===== src/design/rws_pkg.sv =====
// shared constants, codes and types of the retransmit window scheduler
`timescale 1ns / 1ps
`default_nettype none
package rws_pkg;

  localparam int DEPTH       = 16;
  localparam int BACKOFF_CAP = 10;

  localparam int IDX_W      = (DEPTH > 1) ? $clog2(DEPTH) : 1;
  localparam int CNT_W      = $clog2(DEPTH + 1);
  localparam int SEQ_W      = 32;
  localparam int TIME_W     = 32;
  localparam int RETRY_W    = 8;
  localparam int RTO_W      = 16;
  localparam int ELAPSED_W  = 16;
  localparam int WLIM_W     = 5;
  localparam int KIND_W     = 3;
  localparam int CMD_W      = 2;
  localparam int TOTAL_W    = 5;
  localparam int CFG_IDX_W  = 2;
  localparam int CFG_DATA_W = 16;
  localparam int SH_W       = $clog2(BACKOFF_CAP + 1) > 0 ? $clog2(BACKOFF_CAP + 1) : 1;
  localparam int TO_W       = RTO_W + BACKOFF_CAP;
  localparam int CMP_W      = (TO_W > TIME_W) ? TO_W : TIME_W;

  // reset values of the configuration registers
  localparam logic [RTO_W-1:0]   RTO_RESET  = RTO_W'(1000);
  localparam logic [RETRY_W-1:0] MAXR_RESET = RETRY_W'(5);
  localparam logic [WLIM_W-1:0]  WLIM_RESET = WLIM_W'(16);

  // register indexes
  localparam logic [CFG_IDX_W-1:0] REG_RTO  = 2'd0;
  localparam logic [CFG_IDX_W-1:0] REG_MAXR = 2'd1;
  localparam logic [CFG_IDX_W-1:0] REG_WLIM = 2'd2;

  // commands
  localparam logic [CMD_W-1:0] CMD_QUEUE = 2'd0;
  localparam logic [CMD_W-1:0] CMD_ACK   = 2'd1;
  localparam logic [CMD_W-1:0] CMD_TICK  = 2'd2;
  localparam logic [CMD_W-1:0] CMD_NOP   = 2'd3;

  // result kinds
  localparam logic [KIND_W-1:0] KIND_ACCEPTED = 3'd0;
  localparam logic [KIND_W-1:0] KIND_FULL     = 3'd1;
  localparam logic [KIND_W-1:0] KIND_ACK_HIT  = 3'd2;
  localparam logic [KIND_W-1:0] KIND_ACK_MISS = 3'd3;
  localparam logic [KIND_W-1:0] KIND_RETX     = 3'd4;
  localparam logic [KIND_W-1:0] KIND_GIVEUP   = 3'd5;

  typedef struct packed {
    logic [SEQ_W-1:0]   seq;
    logic [TIME_W-1:0]  sent;
    logic [RETRY_W-1:0] retries;
  } entry_t;

  typedef struct packed {
    logic [KIND_W-1:0]  kind;
    logic [SEQ_W-1:0]   seq;
    logic [RETRY_W-1:0] retry;
    logic [TOTAL_W-1:0] total;
  } res_t;

  typedef struct packed {
    logic load;       // latch a new item, start the sweep
    logic queue_go;   // finish a queue item
    logic advance;    // retire the entry under the sweep
    logic finish_go;  // send the closing result
  } ctl_cmd_t;

  typedef struct packed {
    logic [CMD_W-1:0] cmd;
    logic             scan_done;
    logic             emit_hit;
    logic             pend_valid;
    logic             out_free;
  } dp_status_t;

endpackage
`default_nettype wire


===== src/design/rws_if.sv =====
// handshake channels of the retransmit window scheduler
`timescale 1ns / 1ps
`default_nettype none
interface rws_item_if;
  logic                         valid;
  logic                         ready;
  logic [rws_pkg::CMD_W-1:0]     cmd;
  logic [rws_pkg::SEQ_W-1:0]     ack_seq;
  logic [rws_pkg::ELAPSED_W-1:0] elapsed_ms;

  modport source (output valid, cmd, ack_seq, elapsed_ms, input ready);
  modport sink (input valid, cmd, ack_seq, elapsed_ms, output ready);
endinterface

interface rws_result_if;
  logic                       valid;
  logic                       ready;
  logic [rws_pkg::KIND_W-1:0]  kind;
  logic [rws_pkg::SEQ_W-1:0]   seq_out;
  logic [rws_pkg::RETRY_W-1:0] retry_count;
  logic [rws_pkg::TOTAL_W-1:0] pending_total;
  logic                       last;

  modport source (output valid, kind, seq_out, retry_count, pending_total, last,
                  input ready);
  modport sink (input valid, kind, seq_out, retry_count, pending_total, last,
                output ready);
endinterface

interface rws_cfg_if;
  logic                          valid;
  logic                          ready;
  logic [rws_pkg::CFG_IDX_W-1:0]  index;
  logic [rws_pkg::CFG_DATA_W-1:0] data;

  modport source (output valid, index, data, input ready);
  modport sink (input valid, index, data, output ready);
endinterface
`default_nettype wire


===== src/design/retransmit_window_scheduler.sv =====
// top level of the retransmit window scheduler
// a queue beat gives its result through the queue state and the output register; an ack
// or tick beat sweeps the table one entry per cycle while no held result waits on the result
// side, with n pending entries (at most 16); an ack gives one result, a tick one per
// retransmit or give-up and none if nothing expired; one beat is taken at a time
// reset: 1000 ms / 5 retries / 16 entries, window empty, sequence 1, clock 0, no clearing pass
`timescale 1ns / 1ps
`default_nettype none
module retransmit_window_scheduler (
  input  wire logic  clk_i,
  input  wire logic  rst_ni,
  rws_item_if.sink   item_i,
  rws_result_if.source result_o,
  rws_cfg_if.sink    cfg_i
);

  rws_pkg::ctl_cmd_t   ctl;
  rws_pkg::dp_status_t st;
  rws_pkg::res_t       res;
  logic                item_ready;

  assign item_i.ready = item_ready;
  assign cfg_i.ready  = 1'b1;

  rws_ctrl u_ctrl (
    .clk_i        (clk_i),
    .rst_ni       (rst_ni),
    .item_valid_i (item_i.valid),
    .item_cmd_i   (item_i.cmd),
    .item_ready_o (item_ready),
    .st_i         (st),
    .ctl_o        (ctl)
  );

  rws_datapath u_datapath (
    .clk_i             (clk_i),
    .rst_ni            (rst_ni),
    .ctl_i             (ctl),
    .st_o              (st),
    .item_cmd_i        (item_i.cmd),
    .item_ack_seq_i    (item_i.ack_seq),
    .item_elapsed_ms_i (item_i.elapsed_ms),
    .cfg_we_i          (cfg_i.valid),
    .cfg_index_i       (cfg_i.index),
    .cfg_data_i        (cfg_i.data),
    .out_ready_i       (result_o.ready),
    .out_valid_o       (result_o.valid),
    .out_res_o         (res),
    .out_last_o        (result_o.last)
  );

  assign result_o.kind          = res.kind;
  assign result_o.seq_out       = res.seq;
  assign result_o.retry_count   = res.retry;
  assign result_o.pending_total = res.total;

endmodule
`default_nettype wire


===== src/design/rws_ram.sv =====
// generic single-write, single-read ram with registered read data
`timescale 1ns / 1ps
`default_nettype none
module rws_ram #(
  parameter int WIDTH = 8,
  parameter int DEPTH = 16
) (
  input  wire logic                                   clk_i,
  input  wire logic                                   we_i,
  input  wire logic [((DEPTH > 1) ? $clog2(DEPTH) : 1)-1:0] waddr_i,
  input  wire logic [WIDTH-1:0]                       wdata_i,
  input  wire logic [((DEPTH > 1) ? $clog2(DEPTH) : 1)-1:0] raddr_i,
  output logic      [WIDTH-1:0]                       rdata_o
);

  logic [WIDTH-1:0] mem [DEPTH];

  always_ff @(posedge clk_i) begin
    if (we_i) begin
      mem[waddr_i] <= wdata_i;
    end
    rdata_o <= mem[raddr_i];
  end

endmodule
`default_nettype wire


===== src/design/rws_ctrl.sv =====
// sequencer of the retransmit window scheduler
`timescale 1ns / 1ps
`default_nettype none
module rws_ctrl (
  input  wire logic                clk_i,
  input  wire logic                rst_ni,
  input  wire logic                item_valid_i,
  input  wire logic [rws_pkg::CMD_W-1:0] item_cmd_i,
  output logic                     item_ready_o,
  input  wire rws_pkg::dp_status_t st_i,
  output rws_pkg::ctl_cmd_t        ctl_o
);

  localparam logic [1:0] S_IDLE   = 2'd0;
  localparam logic [1:0] S_QUEUE  = 2'd1;
  localparam logic [1:0] S_SCAN   = 2'd2;
  localparam logic [1:0] S_FINISH = 2'd3;

  logic [1:0] state_q, state_d;
  logic       accept;

  assign item_ready_o = (state_q == S_IDLE);
  assign accept       = item_valid_i && item_ready_o;

  always_comb begin
    state_d = state_q;
    ctl_o   = '0;
    case (state_q)
      S_IDLE: begin
        if (accept) begin
          ctl_o.load = 1'b1;
          case (item_cmd_i)
            rws_pkg::CMD_QUEUE: state_d = S_QUEUE;
            rws_pkg::CMD_ACK,
            rws_pkg::CMD_TICK:  state_d = S_SCAN;
            default:            state_d = S_IDLE;
          endcase
        end
      end
      S_QUEUE: begin
        if (st_i.out_free) begin
          ctl_o.queue_go = 1'b1;
          state_d        = S_IDLE;
        end
      end
      S_SCAN: begin
        if (st_i.scan_done) begin
          state_d = S_FINISH;
        end else if (!(st_i.emit_hit && st_i.pend_valid && !st_i.out_free)) begin
          // a second result needs the held one pushed out first
          ctl_o.advance = 1'b1;
        end
      end
      S_FINISH: begin
        if (st_i.cmd == rws_pkg::CMD_TICK && !st_i.pend_valid) begin
          state_d = S_IDLE;
        end else if (st_i.out_free) begin
          ctl_o.finish_go = 1'b1;
          state_d         = S_IDLE;
        end
      end
      default: state_d = S_IDLE;
    endcase
  end

  always_ff @(posedge clk_i or negedge rst_ni) begin
    if (!rst_ni) begin
      state_q <= S_IDLE;
    end else begin
      state_q <= state_d;
    end
  end

endmodule
`default_nettype wire


===== src/design/rws_datapath.sv =====
// window table, timers, result hold stage and output register
`timescale 1ns / 1ps
`default_nettype none
module rws_datapath (
  input  wire logic                                clk_i,
  input  wire logic                                rst_ni,
  input  wire rws_pkg::ctl_cmd_t                   ctl_i,
  output rws_pkg::dp_status_t                      st_o,
  input  wire logic [rws_pkg::CMD_W-1:0]           item_cmd_i,
  input  wire logic [rws_pkg::SEQ_W-1:0]           item_ack_seq_i,
  input  wire logic [rws_pkg::ELAPSED_W-1:0]       item_elapsed_ms_i,
  input  wire logic                                cfg_we_i,
  input  wire logic [rws_pkg::CFG_IDX_W-1:0]       cfg_index_i,
  input  wire logic [rws_pkg::CFG_DATA_W-1:0]      cfg_data_i,
  input  wire logic                                out_ready_i,
  output logic                                     out_valid_o,
  output rws_pkg::res_t                            out_res_o,
  output logic                                     out_last_o
);

  // configuration
  logic [rws_pkg::RTO_W-1:0]   rto_q;
  logic [rws_pkg::RETRY_W-1:0] maxr_q;
  logic [rws_pkg::WLIM_W-1:0]  wlim_q;

  // block state
  logic [rws_pkg::SEQ_W-1:0]  next_seq_q;
  logic [rws_pkg::TIME_W-1:0] clock_q;
  logic [rws_pkg::CNT_W-1:0]  cnt_q;

  // sweep state
  logic [rws_pkg::CMD_W-1:0] cmd_q;
  logic [rws_pkg::SEQ_W-1:0] ack_q;
  logic [rws_pkg::CNT_W-1:0] r_q, r_d, w_q, end_q;
  logic                      found_q;

  // hold stage and output register
  logic          pend_valid_q;
  rws_pkg::res_t pend_q;
  logic          out_valid_q;
  rws_pkg::res_t out_q;
  logic          out_last_q;

  logic                          ram_we;
  logic [rws_pkg::IDX_W-1:0]     ram_waddr;
  rws_pkg::entry_t               ram_wdata;
  logic [$bits(rws_pkg::entry_t)-1:0] ram_rdata;
  rws_pkg::entry_t               rd;
  rws_pkg::entry_t               upd;

  logic [rws_pkg::TIME_W-1:0] age;
  logic [rws_pkg::SH_W-1:0]   sh;
  logic                       expired, give_up, ack_hit, emit_hit, drop, full, out_free;
  logic                       is_tick, is_ack;
  rws_pkg::res_t              scan_res, queue_res, ack_res;
  logic [rws_pkg::SEQ_W-1:0]  seq_inc;

  rws_ram #(
    .WIDTH ($bits(rws_pkg::entry_t)),
    .DEPTH (rws_pkg::DEPTH)
  ) u_table (
    .clk_i   (clk_i),
    .we_i    (ram_we),
    .waddr_i (ram_waddr),
    .wdata_i (ram_wdata),
    .raddr_i (r_d[rws_pkg::IDX_W-1:0]),
    .rdata_o (ram_rdata)
  );

  assign rd      = rws_pkg::entry_t'(ram_rdata);
  assign is_tick = (cmd_q == rws_pkg::CMD_TICK);
  assign is_ack  = (cmd_q == rws_pkg::CMD_ACK);

  // timeout check of the entry under the sweep
  assign age = clock_q - rd.sent;
  assign sh  = (rd.retries < rws_pkg::RETRY_W'(rws_pkg::BACKOFF_CAP))
             ? rws_pkg::SH_W'(rd.retries) : rws_pkg::SH_W'(rws_pkg::BACKOFF_CAP);
  assign expired  = rws_pkg::CMP_W'(age) >= (rws_pkg::CMP_W'(rto_q) << sh);
  assign give_up  = (rd.retries >= maxr_q);
  assign ack_hit  = is_ack && !found_q && (rd.seq == ack_q);
  assign emit_hit = is_tick && expired;
  assign drop     = ack_hit || (emit_hit && give_up);

  always_comb begin
    upd = rd;
    if (emit_hit && !give_up) begin
      upd.sent    = clock_q;
      upd.retries = (rd.retries == '1) ? rd.retries : rd.retries + 1'b1;
    end
  end

  always_comb begin
    scan_res.kind  = give_up ? rws_pkg::KIND_GIVEUP : rws_pkg::KIND_RETX;
    scan_res.seq   = rd.seq;
    scan_res.retry = upd.retries;
    scan_res.total = give_up ? rws_pkg::TOTAL_W'(cnt_q - 1'b1) : rws_pkg::TOTAL_W'(cnt_q);
    if (give_up) begin
      scan_res.retry = rd.retries;
    end
  end

  // cnt never exceeds the depth, so this is cnt >= min(limit, depth)
  assign full = (32'(cnt_q) >= 32'(wlim_q)) || (32'(cnt_q) >= rws_pkg::DEPTH);

  always_comb begin
    queue_res.kind  = full ? rws_pkg::KIND_FULL : rws_pkg::KIND_ACCEPTED;
    queue_res.seq   = full ? '0 : next_seq_q;
    queue_res.retry = '0;
    queue_res.total = full ? rws_pkg::TOTAL_W'(cnt_q) : rws_pkg::TOTAL_W'(cnt_q + 1'b1);
    ack_res.kind    = found_q ? rws_pkg::KIND_ACK_HIT : rws_pkg::KIND_ACK_MISS;
    ack_res.seq     = ack_q;
    ack_res.retry   = '0;
    ack_res.total   = rws_pkg::TOTAL_W'(cnt_q);
  end

  assign seq_inc = (next_seq_q + 1'b1 == '0) ? rws_pkg::SEQ_W'(1) : next_seq_q + 1'b1;

  // table writes: a new entry at the end, or a kept entry compacted down
  always_comb begin
    ram_we    = 1'b0;
    ram_waddr = w_q[rws_pkg::IDX_W-1:0];
    ram_wdata = upd;
    if (ctl_i.queue_go && !full) begin
      ram_we            = 1'b1;
      ram_waddr         = cnt_q[rws_pkg::IDX_W-1:0];
      ram_wdata.seq     = next_seq_q;
      ram_wdata.sent    = clock_q;
      ram_wdata.retries = '0;
    end else if (ctl_i.advance && !drop) begin
      ram_we = 1'b1;
    end
  end

  always_comb begin
    r_d = r_q;
    if (ctl_i.load) begin
      r_d = '0;
    end else if (ctl_i.advance) begin
      r_d = r_q + 1'b1;
    end
  end

  assign out_free = !out_valid_q || out_ready_i;

  assign st_o.cmd        = cmd_q;
  assign st_o.scan_done  = (r_q == end_q);
  assign st_o.emit_hit   = emit_hit;
  assign st_o.pend_valid = pend_valid_q;
  assign st_o.out_free   = out_free;

  always_ff @(posedge clk_i or negedge rst_ni) begin
    if (!rst_ni) begin
      rto_q        <= rws_pkg::RTO_RESET;
      maxr_q       <= rws_pkg::MAXR_RESET;
      wlim_q       <= rws_pkg::WLIM_RESET;
      next_seq_q   <= rws_pkg::SEQ_W'(1);
      clock_q      <= '0;
      cnt_q        <= '0;
      cmd_q        <= rws_pkg::CMD_NOP;
      r_q          <= '0;
      w_q          <= '0;
      end_q        <= '0;
      found_q      <= 1'b0;
      pend_valid_q <= 1'b0;
      out_valid_q  <= 1'b0;
    end else begin
      if (cfg_we_i) begin
        case (cfg_index_i)
          rws_pkg::REG_RTO:  rto_q  <= cfg_data_i[rws_pkg::RTO_W-1:0];
          rws_pkg::REG_MAXR: maxr_q <= cfg_data_i[rws_pkg::RETRY_W-1:0];
          rws_pkg::REG_WLIM: wlim_q <= cfg_data_i[rws_pkg::WLIM_W-1:0];
          default: ;
        endcase
      end

      r_q <= r_d;

      // a new beat is loaded only when the old one leaves or the register is empty
      if (ctl_i.queue_go || ctl_i.finish_go || (ctl_i.advance && emit_hit && pend_valid_q)) begin
        out_valid_q <= 1'b1;
      end else if (out_ready_i) begin
        out_valid_q <= 1'b0;
      end

      if (ctl_i.load) begin
        cmd_q   <= item_cmd_i;
        w_q     <= '0;
        end_q   <= cnt_q;
        found_q <= 1'b0;
        if (item_cmd_i == rws_pkg::CMD_TICK) begin
          clock_q <= clock_q + rws_pkg::TIME_W'(item_elapsed_ms_i);
        end
      end

      if (ctl_i.queue_go) begin
        if (!full) begin
          cnt_q      <= cnt_q + 1'b1;
          next_seq_q <= seq_inc;
        end
      end

      if (ctl_i.advance) begin
        if (!drop) begin
          w_q <= w_q + 1'b1;
        end else begin
          cnt_q <= cnt_q - 1'b1;
        end
        if (ack_hit) begin
          found_q <= 1'b1;
        end
        if (emit_hit) begin
          pend_valid_q <= 1'b1;
        end
      end

      if (ctl_i.finish_go) begin
        pend_valid_q <= 1'b0;
      end
    end
  end

  // payload registers
  always_ff @(posedge clk_i) begin
    if (ctl_i.load) begin
      ack_q <= item_ack_seq_i;
    end
    if (ctl_i.queue_go) begin
      out_q      <= queue_res;
      out_last_q <= 1'b1;
    end
    if (ctl_i.advance && emit_hit) begin
      pend_q <= scan_res;
      if (pend_valid_q) begin
        out_q      <= pend_q;
        out_last_q <= 1'b0;
      end
    end
    if (ctl_i.finish_go) begin
      out_q      <= is_ack ? ack_res : pend_q;
      out_last_q <= 1'b1;
    end
  end

  assign out_valid_o = out_valid_q;
  assign out_res_o   = out_q;
  assign out_last_o  = out_last_q;

endmodule
`default_nettype wire

===== src/flat_wrapper.sv =====
// flat-port wrapper written by rule: the top's interface ports become plain ports
module retransmit_window_scheduler_flat 
  (clk_i, rst_ni, item_i_valid, item_i_cmd, item_i_ack_seq, item_i_elapsed_ms, item_i_ready, result_o_valid, result_o_kind, result_o_seq_out, result_o_retry_count, result_o_pending_total, result_o_last, result_o_ready, cfg_i_valid, cfg_i_index, cfg_i_data, cfg_i_ready);
  rws_item_if item_i_i ();
  rws_result_if result_o_i ();
  rws_cfg_if cfg_i_i ();
  input  wire logic clk_i;
  input  wire logic rst_ni;
  input wire logic [$bits(item_i_i.valid)-1:0] item_i_valid;
  input wire logic [$bits(item_i_i.cmd)-1:0] item_i_cmd;
  input wire logic [$bits(item_i_i.ack_seq)-1:0] item_i_ack_seq;
  input wire logic [$bits(item_i_i.elapsed_ms)-1:0] item_i_elapsed_ms;
  output wire logic [$bits(item_i_i.ready)-1:0] item_i_ready;
  output wire logic [$bits(result_o_i.valid)-1:0] result_o_valid;
  output wire logic [$bits(result_o_i.kind)-1:0] result_o_kind;
  output wire logic [$bits(result_o_i.seq_out)-1:0] result_o_seq_out;
  output wire logic [$bits(result_o_i.retry_count)-1:0] result_o_retry_count;
  output wire logic [$bits(result_o_i.pending_total)-1:0] result_o_pending_total;
  output wire logic [$bits(result_o_i.last)-1:0] result_o_last;
  input wire logic [$bits(result_o_i.ready)-1:0] result_o_ready;
  input wire logic [$bits(cfg_i_i.valid)-1:0] cfg_i_valid;
  input wire logic [$bits(cfg_i_i.index)-1:0] cfg_i_index;
  input wire logic [$bits(cfg_i_i.data)-1:0] cfg_i_data;
  output wire logic [$bits(cfg_i_i.ready)-1:0] cfg_i_ready;
  assign item_i_i.valid = item_i_valid;
  assign item_i_i.cmd = item_i_cmd;
  assign item_i_i.ack_seq = item_i_ack_seq;
  assign item_i_i.elapsed_ms = item_i_elapsed_ms;
  assign item_i_ready = item_i_i.ready;
  assign result_o_valid = result_o_i.valid;
  assign result_o_kind = result_o_i.kind;
  assign result_o_seq_out = result_o_i.seq_out;
  assign result_o_retry_count = result_o_i.retry_count;
  assign result_o_pending_total = result_o_i.pending_total;
  assign result_o_last = result_o_i.last;
  assign result_o_i.ready = result_o_ready;
  assign cfg_i_i.valid = cfg_i_valid;
  assign cfg_i_i.index = cfg_i_index;
  assign cfg_i_i.data = cfg_i_data;
  assign cfg_i_ready = cfg_i_i.ready;
  retransmit_window_scheduler u_core (.clk_i(clk_i), .rst_ni(rst_ni), .item_i(item_i_i), .result_o(result_o_i), .cfg_i(cfg_i_i));
endmodule

===== config.mk =====
export PLATFORM = sky130hd
export DESIGN_NAME = retransmit_window_scheduler_flat
export DESIGN_NICKNAME = d
export VERILOG_FILES = /design/src/design/rws_pkg.sv /design/src/design/rws_if.sv /design/src/design/retransmit_window_scheduler.sv /design/src/design/rws_ram.sv /design/src/design/rws_ctrl.sv /design/src/design/rws_datapath.sv /design/src/flat_wrapper.sv
export SDC_FILE = /design/constraint.sdc
export NUM_CORES = 2
export LEC_CHECK = 0
export BUFFER_PORTS_ARGS = -buffer_cell sky130_fd_sc_hd__buf_2
export CORE_MARGIN = 5
export CORE_UTILIZATION = 35
export CTS_CLUSTER_DIAMETER = 200
export CTS_CLUSTER_SIZE = 12
export DETAILED_ROUTE_END_ITERATION = 10
export PLACE_DENSITY = 0.5
export RECOVER_POWER = 50
export SYNTH_ARGS = -nofsm -noshare
export SYNTH_HDL_FRONTEND = slang
export SYNTH_HIERARCHICAL = 1
export SYNTH_SLANG_ARGS = --single-unit

===== constraint.sdc =====
create_clock -name clk_i -period 21 [get_ports clk_i]
set_clock_uncertainty 0.15 [all_clocks]
set_input_delay 2.1 -clock clk_i [delete_from_list [all_inputs] [get_ports clk_i]]
set_output_delay 2.1 -clock clk_i [all_outputs]
set_load 0.005 [all_outputs]

==> results_dict.tcl <==
set metrics [dict create \
    cp-start-kind "flop" \
    drt-total-wl_um 162000 \
    power.density_nw_per_um2 151 \
    numCtsBuffers 140 \
    cp_max_fo 81 \
    worst_path_largest_cell_delay_ns 1.13 \
    fmax_ghz 0.0975 \
    finalHoldViolations 0 \
    core-area_um2 173000 \
    clkTransAtPathRegs_ns 0.06 \
    dieArea_um2 182000 \
    ys_types 87 \
    grt_pass1_vias 33100 \
    ys_seq_elements 1470 \
    drt-initial-drc-count 2490 \
    ys_seq_area_frac 0.696 \
    clockRootBuffer "clkbuf_16" \
    setup_tns_ns 0 \
    endpoint_kind "flop" \
    min_path_type "reg2reg" \
    path_buf_inv 6 \
    worst_ep_required_time_ns 21.47 \
    slew_headroom -1.78 \
    setup_violations 0 \
    max-vdd-ir-drop_mv 0.108 \
    initial_core_util 0.351 \
    antenna_found_initial 3 \
    ant_nets 0 \
    rsz0062_at_grt "no" \
    holdBufCountCts 0 \
    power.total_mw 10.3 \
    status "finished with violations" \
    syn_inst 3603 \
    crit_family "buffers and inverters" \
    dp_hpwl_um 91500 \
    pwr-share-clk 0.231 \
    layout-drive-gt1-share 0.183 \
    num_vias 32600 \
    synth.avg_cell_area_um2 16.9 \
    cts_tree "built" \
    cts_buffer_depth 3 \
    worst_pin_slew_ns 4.17 \
    cp.arrival_ns 10.72 \
    period_share 0.488 \
    grt_max_degree 108 \
    most-common-layout-cells "1230 x edfxtp_1, 323 x nand2_1, 288 x mux4_2" \
    portBuffers 123 \
    seq_area_um2 42400 \
    sequentialPowerShare 0.426 \
    nets 3928 \
    ioPinCount 125 \
    switching_share 0.337 \
    drc_errors 0 \
    ys.flop_type "edfxtp_1" \
    criticalPathCategory "reg2reg" \
    clk_latency_ns 0.79 \
    p_switching_mw 3.48 \
    dr.pass1.iters 5 \
    grt-ovfl-total 0 \
    die_x_um 427 \
    fp-row-count 153 \
    final_common_cell "edfxtp_1" \
    async_reset_ff_frac 0.0810 \
    critPathSlowestCell "clkbuf_1" \
    netlist_area_um2 60900 \
    clkSinkCount 1470 \
    fill_cells 15900 \
    gp_congestion 0.836 \
    multiInputGateArea_um2 17400 \
    htreeDepth 4 \
    die_y_um 427 \
    drv_slew 414 \
    wl_per_cell_um 26.2 \
    yosysWarnings 6 \
    post_cts.repair.setup_buffers 0 \
    violations "max-capacitance violations, max-slew violations" \
    p_int_mw 6.84 \
    postLayoutCoreUtil 0.393 \
    syn_to_final_growth_pct 12.0 \
    ctsResizeCount 0 \
    groute.usage.overall 0.177 \
    pwr-share-comb 0.343 \
    synth_edf_count 1230 \
    total_leakage_power_nw 23.2 \
    grt_pass1_wl_um 237000 \
    min_period_ns 10.25 \
    maxCapViolations 11 \
    avgViaCountPerCell 5.26 \
]
## stage by stage
stage / instance area (um2) / setup slack [ns] / hold slack, ns / std cells
global placement: 64200 / 11.48 / 0.302 / 5938
detailed placement: 64200 / 11.38 / 0.306 / 5938
global route: 68200 / 9.49 / 0.348 / 6187
finish: 68200 / 10.75 / 0.319 / 6188
CTS: 68400 / 11.34 / 0.324 / 6187
floorplan: 60900 / 9.71 / 0.299 / 3607
## registers in the layout, summed over array words and instances (netlist names), 4 cells and up
name	flops
u_core/u_datapath/ack_q	32
u_core/u_datapath/clock_q	32
u_core/u_datapath/cnt_q	5
u_core/u_datapath/end_q	5
u_core/u_datapath/maxr_q	8
u_core/u_datapath/next_seq_q	32
u_core/u_datapath/out_res_o	48
u_core/u_datapath/pend_q	46
u_core/u_datapath/r_q	5
u_core/u_datapath/rto_q	16
u_core/u_datapath/u_table/mem	1152
u_core/u_datapath/u_table/rdata_o	72
u_core/u_datapath/w_q	4
u_core/u_datapath/wlim_q	5
## routing by layer
layer  share of wire  GRT usage  vias to the layer above
li1                -          -                    14300
met1            0.46      0.252                    17300
met2            0.48      0.292                      767
met3           0.042     0.0228                      186
met4           0.017     0.0401                        2
met5        0.000080          0                        -
## cell families after synthesis
group	after synthesis	share of synthesized area
AO/OA/AOI/OAI	446	0.0481
XOR/XNOR	144	0.0207
adder cells (fa/ha/maj)	100	0.0208
buffers and inverters	288	0.0225
flip-flops	1470	0.696
multiplexers	498	0.143
other	2	0.000123
AND/OR/NAND/NOR	655	0.0490
## power by group through the flow
stage	Sequential, mW	Combinational [mW]	Clock, mW
after global placement	4.45	3.61	0
after detailed placement	4.46	3.62	0
after CTS	4.40	3.63	2.47
after global routing	4.44	3.91	2.58
after floorplan	4.35	2.64	0
final	4.40	3.54	2.39
## area by class of cell
| type | count | share of cell area |
|---|---|---|
| Antenna cell | 1 | 0.0000367 |
| Clock buffer | 235 | 0.0572 |
| Clock inverter | 14 | 0.00396 |
| Inverter | 103 | 0.00567 |
| Multi-Input combinational cell | 1849 | 0.254 |
| Sequential cell | 1470 | 0.621 |
| Tap cell | 2325 | 0.0426 |
| Timing Repair Buffer | 191 | 0.0154 |
## final timing paths
| kind | startpoint | end | slack, ns | cells after the start |
|---|---|---|---|---|
| setup / recovery | u_core/u_datapath/clock_q[0] | u_core/u_datapath/u_table/rdata_o[33] | 10.75 | 34 |
| hold / removal | u_core/u_datapath/out_res_o[46] | u_core/u_datapath/out_res_o[46] | 0.32 | 1 |
| setup reg to reg | u_core/u_datapath/clock_q[0] | u_core/u_datapath/u_table/rdata_o[33] | 10.75 | 34 |
| hold reg to reg | u_core/u_datapath/out_res_o[46] | u_core/u_datapath/out_res_o[46] | 0.32 | 1 |
| max in group asynchronous | rst_ni | u_core/u_datapath/clock_q[29] | 13.13 | 2 |
| min in group asynchronous | rst_ni | u_core/u_datapath/cnt_q[2] | 2.46 | 1 |
## worst reg2reg max path: cells and delay by family (launching register included)
family	cells	cell delay [ns]
xor+xnor	2	0.33
fa+ha+maj	3	0.84
compound gates	14	3.40
simple gates	8	0.75
buf+inv	6	3.61
mux	1	0.61
flops	1	0.40
## Yosys cell counts, types with 9 or more instances
cell type	number	share of area
mux4_2	288	0.11
ha_1	98	0.020
nand2b_1	30	0.0031
o21ai_0	108	0.0089
dfrtp_1	107	0.044
clkbuf_1	112	0.0069
edfxtp_1	1230	0.61
nand3_1	52	0.0043
mux2_2	106	0.020
buf_1	14	0.00086
inv_1	101	0.0062
nand4_1	22	0.0023
xnor2_1	97	0.014
buf_6	28	0.0052
o21a_1	9	0.0011
a21oi_1	71	0.0058
o22ai_1	12	0.0012
nand2_1	323	0.020
mux2i_1	103	0.017
a22oi_1	149	0.018
and3_1	17	0.0017
dfxtp_1	121	0.040
nor2_1	110	0.0068
nor3_1	29	0.0024
xor2_1	47	0.0068
dfstp_2	12	0.0052
a21o_1	33	0.0041
nor2b_1	17	0.0017
buf_4	15	0.0018
buf_2	14	0.0012
Note: power is estimated with default switching activity, not from simulation.
